## config.mk

```make
export PLATFORM = sky130hd
export DESIGN_NAME = crc8_frame_receiver_unit_flat
export DESIGN_NICKNAME = d
export VERILOG_FILES = /design/src/rtl/crc8fr_pkg.sv /design/src/rtl/crc8fr_if.sv /design/src/rtl/crc8fr_in_stage.sv /design/src/rtl/crc8fr_core.sv /design/src/rtl/crc8_frame_receiver_unit.sv /design/src/flat_wrapper.sv
export SDC_FILE = /design/constraint.sdc
export NUM_CORES = 1
export LEC_CHECK = 0
export BUFFER_PORTS_ARGS = -buffer_cell sky130_fd_sc_hd__buf_2
export CORE_ASPECT_RATIO = 0.6
export CORE_MARGIN = 2
export CORE_UTILIZATION = 38
export DETAILED_ROUTE_END_ITERATION = 6
export PLACE_DENSITY = 0.64
export SLEW_MARGIN = 40
export SYNTH_ARGS = -nofsm -noshare
export SYNTH_HDL_FRONTEND = slang
export SYNTH_SLANG_ARGS = --single-unit
```

## constraint.sdc

```tcl
create_clock -name clk -period 5.9 [get_ports clk]
set_input_delay 0.885 -clock clk [delete_from_list [all_inputs] [get_ports clk]]
set_output_delay 0.885 -clock clk [all_outputs]
set_load 0.02 [all_outputs]
```

## src/rtl/crc8fr_pkg.sv

```systemverilog
// Package for the CRC-8 frame receiver.
// Holds byte types, header constants and the CRC-8/SMBus byte update.
// Used by every module of the block.
package crc8fr_pkg;

  typedef logic [7:0] byte_t;

  localparam byte_t HDR_FIRST  = 8'h06;
  localparam byte_t HDR_SECOND = 8'h85;
  localparam byte_t CRC_POLY   = 8'h07;

  localparam logic KIND_DATA = 1'b0;
  localparam logic KIND_END  = 1'b1;

  // held input beat between the input register and the frame core
  typedef struct packed {
    logic  valid;
    byte_t rx_byte;
  } held_t;

  // result fields as registered in the frame core
  typedef struct packed {
    logic  item_kind;
    byte_t byte_value;
    byte_t byte_position;
    logic  frame_good;
    byte_t crc_received;
    byte_t crc_computed;
  } result_t;

  // MSB-first CRC-8, poly 0x07, one byte per call
  function automatic byte_t crc8_byte(input byte_t crc, input byte_t b);
    byte_t c;
    c = crc ^ b;
    for (int i = 0; i < 8; i++) begin
      if (c[7]) begin
        c = {c[6:0], 1'b0} ^ CRC_POLY;
      end else begin
        c = {c[6:0], 1'b0};
      end
    end
    return c;
  endfunction

endpackage

```

## src/rtl/crc8fr_if.sv

```systemverilog
// Valid/ready channel interfaces of the CRC-8 frame receiver.
// Input channel carries one received byte, result channel one result item.
// No dependencies.
interface crc8fr_in_if;
  logic       valid;
  logic       ready;
  logic [7:0] rx_byte;

  modport source (output valid, output rx_byte, input ready);
  modport sink   (input valid, input rx_byte, output ready);
endinterface

interface crc8fr_out_if;
  logic       valid;
  logic       ready;
  logic       item_kind;
  logic [7:0] byte_value;
  logic [7:0] byte_position;
  logic       frame_good;
  logic [7:0] crc_received;
  logic [7:0] crc_computed;

  modport source (output valid, output item_kind, output byte_value,
                  output byte_position, output frame_good,
                  output crc_received, output crc_computed, input ready);
  modport sink   (input valid, input item_kind, input byte_value,
                  input byte_position, input frame_good,
                  input crc_received, input crc_computed, output ready);
endinterface

```

## src/rtl/crc8fr_in_stage.sv

```systemverilog
// Input register of the CRC-8 frame receiver.
// Captures one byte per beat; depends on crc8fr_pkg and crc8fr_in_if.
module crc8fr_in_stage
  import crc8fr_pkg::*;
(
  input  logic         clk,
  input  logic         rst_n,
  crc8fr_in_if.sink    in_if,
  input  logic         advance,
  output held_t        held
);

  logic  valid_r;
  byte_t byte_r;
  logic  take;

  assign in_if.ready = !valid_r || advance;
  assign take        = in_if.valid && in_if.ready;

  always_ff @(posedge clk) begin
    if (!rst_n) begin
      valid_r <= 1'b0;
    end else if (take) begin
      valid_r <= 1'b1;
    end else if (advance) begin
      valid_r <= 1'b0;
    end
  end

  always_ff @(posedge clk) begin
    if (take) begin
      byte_r <= in_if.rx_byte;
    end
  end

  assign held.valid   = valid_r;
  assign held.rx_byte = byte_r;

endmodule

```

## src/rtl/crc8fr_core.sv

```systemverilog
// Frame state machine, CRC-8 accumulator and result register.
// Depends on crc8fr_pkg and crc8fr_out_if.
module crc8fr_core
  import crc8fr_pkg::*;
(
  input  logic          clk,
  input  logic          rst_n,
  input  held_t         held,
  input  byte_t         payload_length,
  output logic          advance,
  crc8fr_out_if.source  out_if
);

  typedef enum logic [1:0] {
    ST_HUNT,
    ST_HDR2,
    ST_LEN,
    ST_DATA
  } state_t;

  state_t  state_r, state_nxt;
  byte_t   count_r, count_nxt;
  byte_t   crc_r, crc_nxt;
  logic    out_valid_r;
  result_t res_r, res_nxt;
  logic    emit;
  byte_t   b;

  assign b       = held.rx_byte;
  assign advance = held.valid && (!out_valid_r || out_if.ready);

  always_comb begin
    state_nxt = state_r;
    count_nxt = count_r;
    crc_nxt   = crc_r;
    emit      = 1'b0;
    res_nxt   = '0;
    unique case (state_r)
      ST_HUNT: begin
        if (b == HDR_FIRST) begin
          state_nxt = ST_HDR2;
        end
      end
      ST_HDR2: begin
        state_nxt = (b == HDR_SECOND) ? ST_LEN : ST_HUNT;
      end
      ST_LEN: begin
        if (b == payload_length) begin
          state_nxt = ST_DATA;
          count_nxt = '0;
          crc_nxt   = '0;
        end else begin
          state_nxt = ST_HUNT;
        end
      end
      ST_DATA: begin
        emit = 1'b1;
        if (count_r < payload_length) begin
          res_nxt.item_kind     = KIND_DATA;
          res_nxt.byte_value    = b;
          res_nxt.byte_position = count_r;
          crc_nxt               = crc8_byte(crc_r, b);
          count_nxt             = count_r + 8'd1;
        end else begin
          // CRC beat closes the frame
          res_nxt.item_kind    = KIND_END;
          res_nxt.frame_good   = (b == crc_r);
          res_nxt.crc_received = b;
          res_nxt.crc_computed = crc_r;
          state_nxt            = ST_HUNT;
          count_nxt            = '0;
          crc_nxt              = '0;
        end
      end
      default: begin
        state_nxt = ST_HUNT;
      end
    endcase
  end

  always_ff @(posedge clk) begin
    if (!rst_n) begin
      state_r     <= ST_HUNT;
      count_r     <= '0;
      crc_r       <= '0;
      out_valid_r <= 1'b0;
    end else begin
      if (advance) begin
        state_r     <= state_nxt;
        count_r     <= count_nxt;
        crc_r       <= crc_nxt;
        out_valid_r <= emit;
      end else if (out_if.ready) begin
        out_valid_r <= 1'b0;
      end
    end
  end

  always_ff @(posedge clk) begin
    if (advance && emit) begin
      res_r <= res_nxt;
    end
  end

  assign out_if.valid         = out_valid_r;
  assign out_if.item_kind     = res_r.item_kind;
  assign out_if.byte_value    = res_r.byte_value;
  assign out_if.byte_position = res_r.byte_position;
  assign out_if.frame_good    = res_r.frame_good;
  assign out_if.crc_received  = res_r.crc_received;
  assign out_if.crc_computed  = res_r.crc_computed;

endmodule

```

## src/rtl/crc8_frame_receiver_unit.sv

```systemverilog
// Top level of the CRC-8 frame receiver: header/length/CRC-8 deframer.
// Depends on crc8fr_pkg, crc8fr_if, crc8fr_in_stage and crc8fr_core.
//
//   channel   dir  handshake     payload
//   in_if     in   valid/ready   rx_byte
//   out_if    out  valid/ready   item_kind, byte_value, byte_position,
//                                frame_good, crc_received, crc_computed
//   cfg_      in   cfg_we        cfg_wdata -> payload_length
//
// One byte per cycle sustained while out_if.ready stays high; a beat's result
// is registered first in the input register, then in the result register.
// The CRC update and state decode sit between those two registers.
// rst_n is synchronous: state returns to the header hunt, length to 0.
// A stalled result holds the input register; in_if.ready drops only when
// both registers are full and out_if.ready is low.
module crc8_frame_receiver_unit
  import crc8fr_pkg::*;
(
  input  logic          clk,
  input  logic          rst_n,
  crc8fr_in_if.sink     in_if,
  crc8fr_out_if.source  out_if,
  input  logic          cfg_we,
  input  logic [7:0]    cfg_wdata
);

  byte_t payload_length_r;
  held_t held;
  logic  advance;

  always_ff @(posedge clk) begin
    if (!rst_n) begin
      payload_length_r <= '0;
    end else if (cfg_we) begin
      payload_length_r <= cfg_wdata;
    end
  end

  crc8fr_in_stage u_in_stage (
    .clk     (clk),
    .rst_n   (rst_n),
    .in_if   (in_if),
    .advance (advance),
    .held    (held)
  );

  crc8fr_core u_core (
    .clk            (clk),
    .rst_n          (rst_n),
    .held           (held),
    .payload_length (payload_length_r),
    .advance        (advance),
    .out_if         (out_if)
  );

endmodule

```

## src/flat_wrapper.sv

```systemverilog
// flat-port wrapper written by rule: the top's interface ports become plain ports
module crc8_frame_receiver_unit_flat import crc8fr_pkg::*;
  (clk, rst_n, cfg_we, cfg_wdata, in_if_valid, in_if_rx_byte, in_if_ready, out_if_valid, out_if_item_kind, out_if_byte_value, out_if_byte_position, out_if_frame_good, out_if_crc_received, out_if_crc_computed, out_if_ready);
  crc8fr_in_if in_if_i ();
  crc8fr_out_if out_if_i ();
  input  logic clk;
  input  logic rst_n;
  input  logic cfg_we;
  input  logic [7:0] cfg_wdata;
  input wire logic [$bits(in_if_i.valid)-1:0] in_if_valid;
  input wire logic [$bits(in_if_i.rx_byte)-1:0] in_if_rx_byte;
  output wire logic [$bits(in_if_i.ready)-1:0] in_if_ready;
  output wire logic [$bits(out_if_i.valid)-1:0] out_if_valid;
  output wire logic [$bits(out_if_i.item_kind)-1:0] out_if_item_kind;
  output wire logic [$bits(out_if_i.byte_value)-1:0] out_if_byte_value;
  output wire logic [$bits(out_if_i.byte_position)-1:0] out_if_byte_position;
  output wire logic [$bits(out_if_i.frame_good)-1:0] out_if_frame_good;
  output wire logic [$bits(out_if_i.crc_received)-1:0] out_if_crc_received;
  output wire logic [$bits(out_if_i.crc_computed)-1:0] out_if_crc_computed;
  input wire logic [$bits(out_if_i.ready)-1:0] out_if_ready;
  assign in_if_i.valid = in_if_valid;
  assign in_if_i.rx_byte = in_if_rx_byte;
  assign in_if_ready = in_if_i.ready;
  assign out_if_valid = out_if_i.valid;
  assign out_if_item_kind = out_if_i.item_kind;
  assign out_if_byte_value = out_if_i.byte_value;
  assign out_if_byte_position = out_if_i.byte_position;
  assign out_if_frame_good = out_if_i.frame_good;
  assign out_if_crc_received = out_if_i.crc_received;
  assign out_if_crc_computed = out_if_i.crc_computed;
  assign out_if_i.ready = out_if_ready;
  crc8_frame_receiver_unit u_core (.clk(clk), .rst_n(rst_n), .in_if(in_if_i), .out_if(out_if_i), .cfg_we(cfg_we), .cfg_wdata(cfg_wdata));
endmodule
```

Yosys cells after proc, flatten, opt, wreduce, memory -nomap -nowiden
Cells that the tools add are included.
{ "totals": {"reg_bits": 70, "input_bits": 21, "elab_cells": 88} }
{ "op_classes": {"n_addsub": 1, "order_cmp": 1, "n_eq_ne": 10, "muxes": 38, "n_bitwise": 10, "n_reduce_logical": 15} }
{ "op_table": {"columns": ["operator", "count"], "rows": [
  ["8-bit 2-to-1 mux", 17],
  ["8-bit case mux with 2 select lines", 2],
  ["3-bit 2-to-1 mux", 8],
  ["3-bit NOT", 8],
  ["8-bit == test", 2],
  ["8-bit by 1-bit adder with 8-bit output, second input constant", 1],
  ["8-bit by 3-bit == test with 1-bit output, second input constant", 1],
  ["8-bit == test, second input constant", 1],
  ["8-bit less-than comparator", 1],
  ["2-bit 2-to-1 mux", 4],
  ["2-bit case mux with 4 select lines", 1],
  ["8-bit XOR", 1],
  ["1-bit 2-to-1 mux", 6],
  ["2-bit inequality test, second input constant", 3],
  ["3-bit AND reduction", 2],
  ["2-bit nonzero test", 3],
  ["2-bit == test, second input constant", 2],
  ["1-bit logical AND", 3],
  ["2-bit by 1-bit == test with 1-bit output, second input constant", 1],
  ["1-bit zero test", 2],
  ["2-bit zero test", 1],
  ["1-bit logical OR", 2],
  ["2-bit AND reduction", 1],
  ["2-bit OR reduction", 1],
  ["1-bit NOT", 1]
]} }

Longest topological paths before layout
{ "logic_depth": {"word_depth": 33, "ltp_mapped": 8, "mapped_depth_nobuf": 7} }

Cells and area by module
Synthesis repeated with hierarchy kept, for this count alone.
{ "hier_totals": {"hier_cells": 291, "hier_area_um2": 3362.0} }
{ "modules_own_cells": {"columns": ["mod", "n_inst", "cells_per_inst", "area_per_inst_um2"], "rows": [
  ["crc8fr_core", 1, 252, 2755.1],
  ["crc8fr_in_stage", 1, 14, 305.3],
  ["crc8_frame_receiver_unit", 1, 25, 301.5]
]} }

Least setup slack after synthesis
Ideal clock, no wire load.
{ "synth_path": {"kind": "input port to flip-flop", "from": "input out_if_ready", "to": "register u_core.u_core.crc_r[4]", "setup_time_ps": 93, "arrival_ps": 2637, "required_time_ps": 5807, "path_slack_ps": 3170, "path_stages": 7, "n_path_buf": 1, "cell_sequence": "nor2b_1 > nor2b_1 > clkbuf_1 > nand2_1 > inv_1 > nand3_1 > o32ai_1"} }
{ "synth_between": {"elab_chain_cells": 3} }
{ "synth_rtl": {"columns": ["element", "line_no", "source"], "rows": [
  ["from (decl)", "flat_wrapper.sv:20", "input wire logic [$bits(out_if_i.ready)-1:0] out_if_ready;"],
  ["1-bit logical OR", "crc8fr_core.sv:30", "assign advance = held.valid && (!out_valid_r || out_if.ready);"],
  ["1-bit logical AND", "crc8fr_core.sv:30", null],
  ["3-bit AND reduction (no line)", null, null],
  ["to (signal assigned)", "crc8fr_core.sv:91", "crc_r <= crc_nxt;"],
  ["to (decl)", "crc8fr_core.sv:23", "byte_t crc_r, crc_nxt;"]
]} }
No other way between the ends.
A chain may end at the register's enable or synchronous reset.

Worst setup path after layout
{ "layout_path": {"from": "input out_if_ready", "to": "register u_core.u_core.res_r (netlist bit u_core.u_core.out_if.byte_value[4]) (enable)"} }
{ "layout_between": {"elab_chain_cells": 3} }
{ "layout_rtl": {"columns": ["element", "line_no", "source"], "rows": [
  ["1-bit logical OR", "crc8fr_core.sv:30", null],
  ["1-bit logical AND", "crc8fr_core.sv:30", null],
  ["1-bit logical AND", "crc8fr_core.sv:100", "if (advance && emit) begin"],
  ["to (signal assigned)", "crc8fr_core.sv:101", "res_r <= res_nxt;"],
  ["to (decl)", "crc8fr_core.sv:25", "result_t res_r, res_nxt;"]
]} }
No other way between the ends.

==> results list <==
- The post-route netlist has around 23% of its cells at a drive strength greater than 1.
- The number of hold violations in the final report is 0.
* Vias per cell: 5.08
* # setup viols final: 0
- Number of buffers created by CTS: 9
- Clock latency on the worst-skew pair, taken at its later pin, is 330 ps.
* Setup crit start kind: input port
* Detailed-route via count: 2,382
- Of the available clock period, the critical path in the final layout requires between 40% and 50%.
- Number of search-and-repair iterations in the first detailed-routing pass: 4
- For this design the static power due to leakage is 1.60 nW.
* DRC marker count from the first detailed-route iteration: between 100 and 150
- After detailed routing, the average wire length per cell comes to about 16 um.
- Yosys printed 0 warnings.
- Half-perimeter wire length after placement: ~5300 um
- Counting flops with an async set or reset pin after synthesis yields a share of 0%.
- The worst setup path is captured at a flop.
- The total overflow left after global routing is 0.
* Number of antenna violations at the first check in global routing: 0
- IR analysis of the VDD net gives a maximum drop of roughly 0.15 mV.
- Layout overhead on the synthesized area: 21.6%
- Yosys mapped the design onto 35 distinct sky130hd cell types.
- Core box area: ~0.0084 mm^2
* Longest Clk Path Bufs: 2
* Final critical delay including setup and external delays: between 2000 and 3000 ps
- Arr. time, crit path: between 2000 and 3000 ps
- Required arrival time at the worst endpoint: just under 6000 ps
- Total count of max-transition violations in the final report: 0
* Final net count: 384
- The tool flagged a number of max-cap violations equal to 0.
- Counting flops and latches in the post-synthesis netlist gives 70.
- The first global-routing pass estimated 11,500 um of wire.
* Post-Route WL: approximately 7300 um
- Mean instance size in the synthesized netlist: 11.0 um^2
- After routing, the total negative slack on setup checks comes to 0 ps.
* Total power divided by cell area: roughly 290 mW/mm^2
- Final weighted congestion of routability-driven global placement: between 0.8 and 0.9
- Counting every sink on the clock net gives 70.
- Aggregate global-route resource usage: between 15 and 20%
- Share of synthesized area occupied by flip-flops and latches: 55.7%
* Total of hold buffers inserted after clock tree synthesis: 0
- The repair_antennas step left the layout with diodes totalling 0.
- The most used flip-flop cell after synthesis is sky130_fd_sc_hd__edfxtp_1.
* Cell Area, Synth: around 0.0033 mm^2
* Highest clock rate: ~370 MHz
- The top cell types in the final layout, fill and taps aside, are sky130_fd_sc_hd__buf_2, sky130_fd_sc_hd__edfxtp_1, sky130_fd_sc_hd__and2_1, sky130_fd_sc_hd__dfxtp_1, sky130_fd_sc_hd__xnor2_1.
* Die area: around 0.0094 mm^2
- Once the floorplan was initialized, standard cells occupied between 30% and 40% of the core.
- Post-synthesis instance total: ~300
- After clock tree synthesis, the clock-pin slew on the worst setup and hold paths is 50 ps.
- WHS: between 400 and 500 ps
- In this run the horizontal extent of the chip is between 100 and 150 um.
- I/O pin total: 57
* RSZ-0062 raised after global routing: no
- Cell at the root of the clock tree: sky130_fd_sc_hd__clkbuf_16
- Counting every net in the synthesized netlist gives 329.
* Number of cell rows: 26
- Of all nets on the critical path, the largest fanout is 23.
* EDFF count, synth: 42
- The number of global-route vias before repair is 2,237.
* Post-cts gate resize count: 0
- The count of nets left with antenna violations once routing finished came out at 0.
- At the pin with the least slew margin, the transition time is approximately 810 ps.
* Pin count of the biggest net entering global routing: 25
- The setup path with the least slack is of type input port to flop.
- TritonCTS built the clock tree.
* Run status: complete, no violations
* Number of buffers added on ports: 56
- The die is roughly 76 um tall.
- Headroom to the max-slew limit came out at a little under half.
* Post-CTS setup buffers: 0
* Leading cell type in the layout, fill and taps excluded: sky130_fd_sc_hd__buf_2
- H-tree depth: 3
- Hold crit path type: flop to flop
* Remaining routing DRC violations: 0
- Worst clock skew: approximately 4.8 ps
## worst paths after layout
kind | slack, ps | cells past startpoint | to | startpoint
min reg2reg | 500 | 2 | u_core.u_core.crc_r[2]$_SDFFE_PN0P_ | u_core.u_core.crc_r[2]$_SDFFE_PN0P_
max | 3220 | 6 | u_core.u_core.out_if.byte_value[4]$_SDFFCE_PN0P_ | out_if_ready
min | 500 | 2 | u_core.u_core.crc_r[2]$_SDFFE_PN0P_ | u_core.u_core.crc_r[2]$_SDFFE_PN0P_
max reg2reg | 3280 | 6 | u_core.u_core.out_if.crc_received[0]$_SDFFCE_PP0P_ | u_core.u_core.count_r[2]$_SDFFE_PN0P_
## through the flow
stage | total power [mW] | cells | cell area, um^2 | util [%] | setup slack [ps]
finish | 1.14 | 469 | 3980 | 47.2 | 3220
global route | 1.18 | 469 | 3980 | 47.2 | 3060
CTS | 1.15 | 469 | 3970 | 47.1 | 3150
detailed placement | 0.603 | 453 | 3660 | 43.4 | 2870
global placement | 0.602 | 453 | 3650 | 43.4 | 3040
floorplan | 0.583 | 297 | 3270 | - | 3170
## layout make-up
class                           instances  area (um^2)
Fill cell                             812         4450
Sequential cell                        70         1820
Multi-Input combinational cell        200         1360
Timing Repair Buffer                   58          295
Clock buffer                           11          253
Tap cell                              112          140
Clock inverter                          5         57.6
Inverter                               13         48.8
## synth_stat cells (9+ instances only)
master | instances | area (um^2)
sky130_fd_sc_hd__inv_1 | 12 | 45.0
sky130_fd_sc_hd__xnor2_1 | 21 | 184
sky130_fd_sc_hd__nor2_1 | 14 | 52.6
sky130_fd_sc_hd__nand3_1 | 12 | 60.1
sky130_fd_sc_hd__edfxtp_1 | 42 | 1260
sky130_fd_sc_hd__a21oi_1 | 16 | 80.1
sky130_fd_sc_hd__clkbuf_1 | 13 | 48.8
sky130_fd_sc_hd__a211oi_1 | 9 | 67.6
sky130_fd_sc_hd__nand2_1 | 16 | 60.1
sky130_fd_sc_hd__and2_1 | 34 | 213
sky130_fd_sc_hd__dfxtp_1 | 28 | 561
sky130_fd_sc_hd__ha_1 | 11 | 138
## layer usage
| metal | global-route usage (%) | share of wire (%) | up-vias |
|---|---|---|---|
| met5 | 0 | 0 | - |
| met3 | 6.59 | 8.6 | 9 |
| met1 | 25.1 | 52 | 1110 |
| li1 | - | - | 1174 |
| met2 | 22.7 | 38 | 89 |
| met4 | 5.30 | 0.93 | 0 |
## critical path, stage by stage
cell and delay (ps):
sky130_fd_sc_hd__buf_2 70, sky130_fd_sc_hd__nor2b_1 90, sky130_fd_sc_hd__nor2b_1 530, sky130_fd_sc_hd__nand2_1 200
sky130_fd_sc_hd__inv_1 470, sky130_fd_sc_hd__buf_4 430
## where the power goes
group / total [mW] / internal [mW] / leakage, nW / switching (mW)
Sequential: 0.533 / 0.521 / 0.692 / 0.0122
Combinational: 0.0609 / 0.0263 / 0.759 / 0.0346
Clock: 0.544 / 0.349 / 0.145 / 0.195
## flip-flops by register name, indices dropped and copies added (netlist names)
name and flops:
u_core.u_core.out_if.byte_value 8, u_core.u_core.out_if.frame_good 1, u_core.payload_length_r 8, u_core.u_core.out_if.item_kind 1, u_core.u_core.out_if.crc_computed 8, u_core.u_core.out_if.byte_position 8, u_core.u_core.out_if.valid 1, u_core.u_core.state_r 2
u_core.u_core.crc_r 8, u_core.u_core.count_r 8, u_core.u_core.out_if.crc_received 8, u_core.u_in_stage.byte_r 8, u_core.u_in_stage.valid_r 1
## kinds of logic (layout without fill, tap and decap cells)
group	Yosys count	in the layout	synth area share (%)
compound gates	47	47	9.06
mux	8	8	2.45
buf+inv	27	87	3.33
simple gates	105	105	17.5
fa+ha+maj	11	11	4.20
xor+xnor	29	29	7.76
flops	70	70	55.7
(Power assumes the default switching activity.)
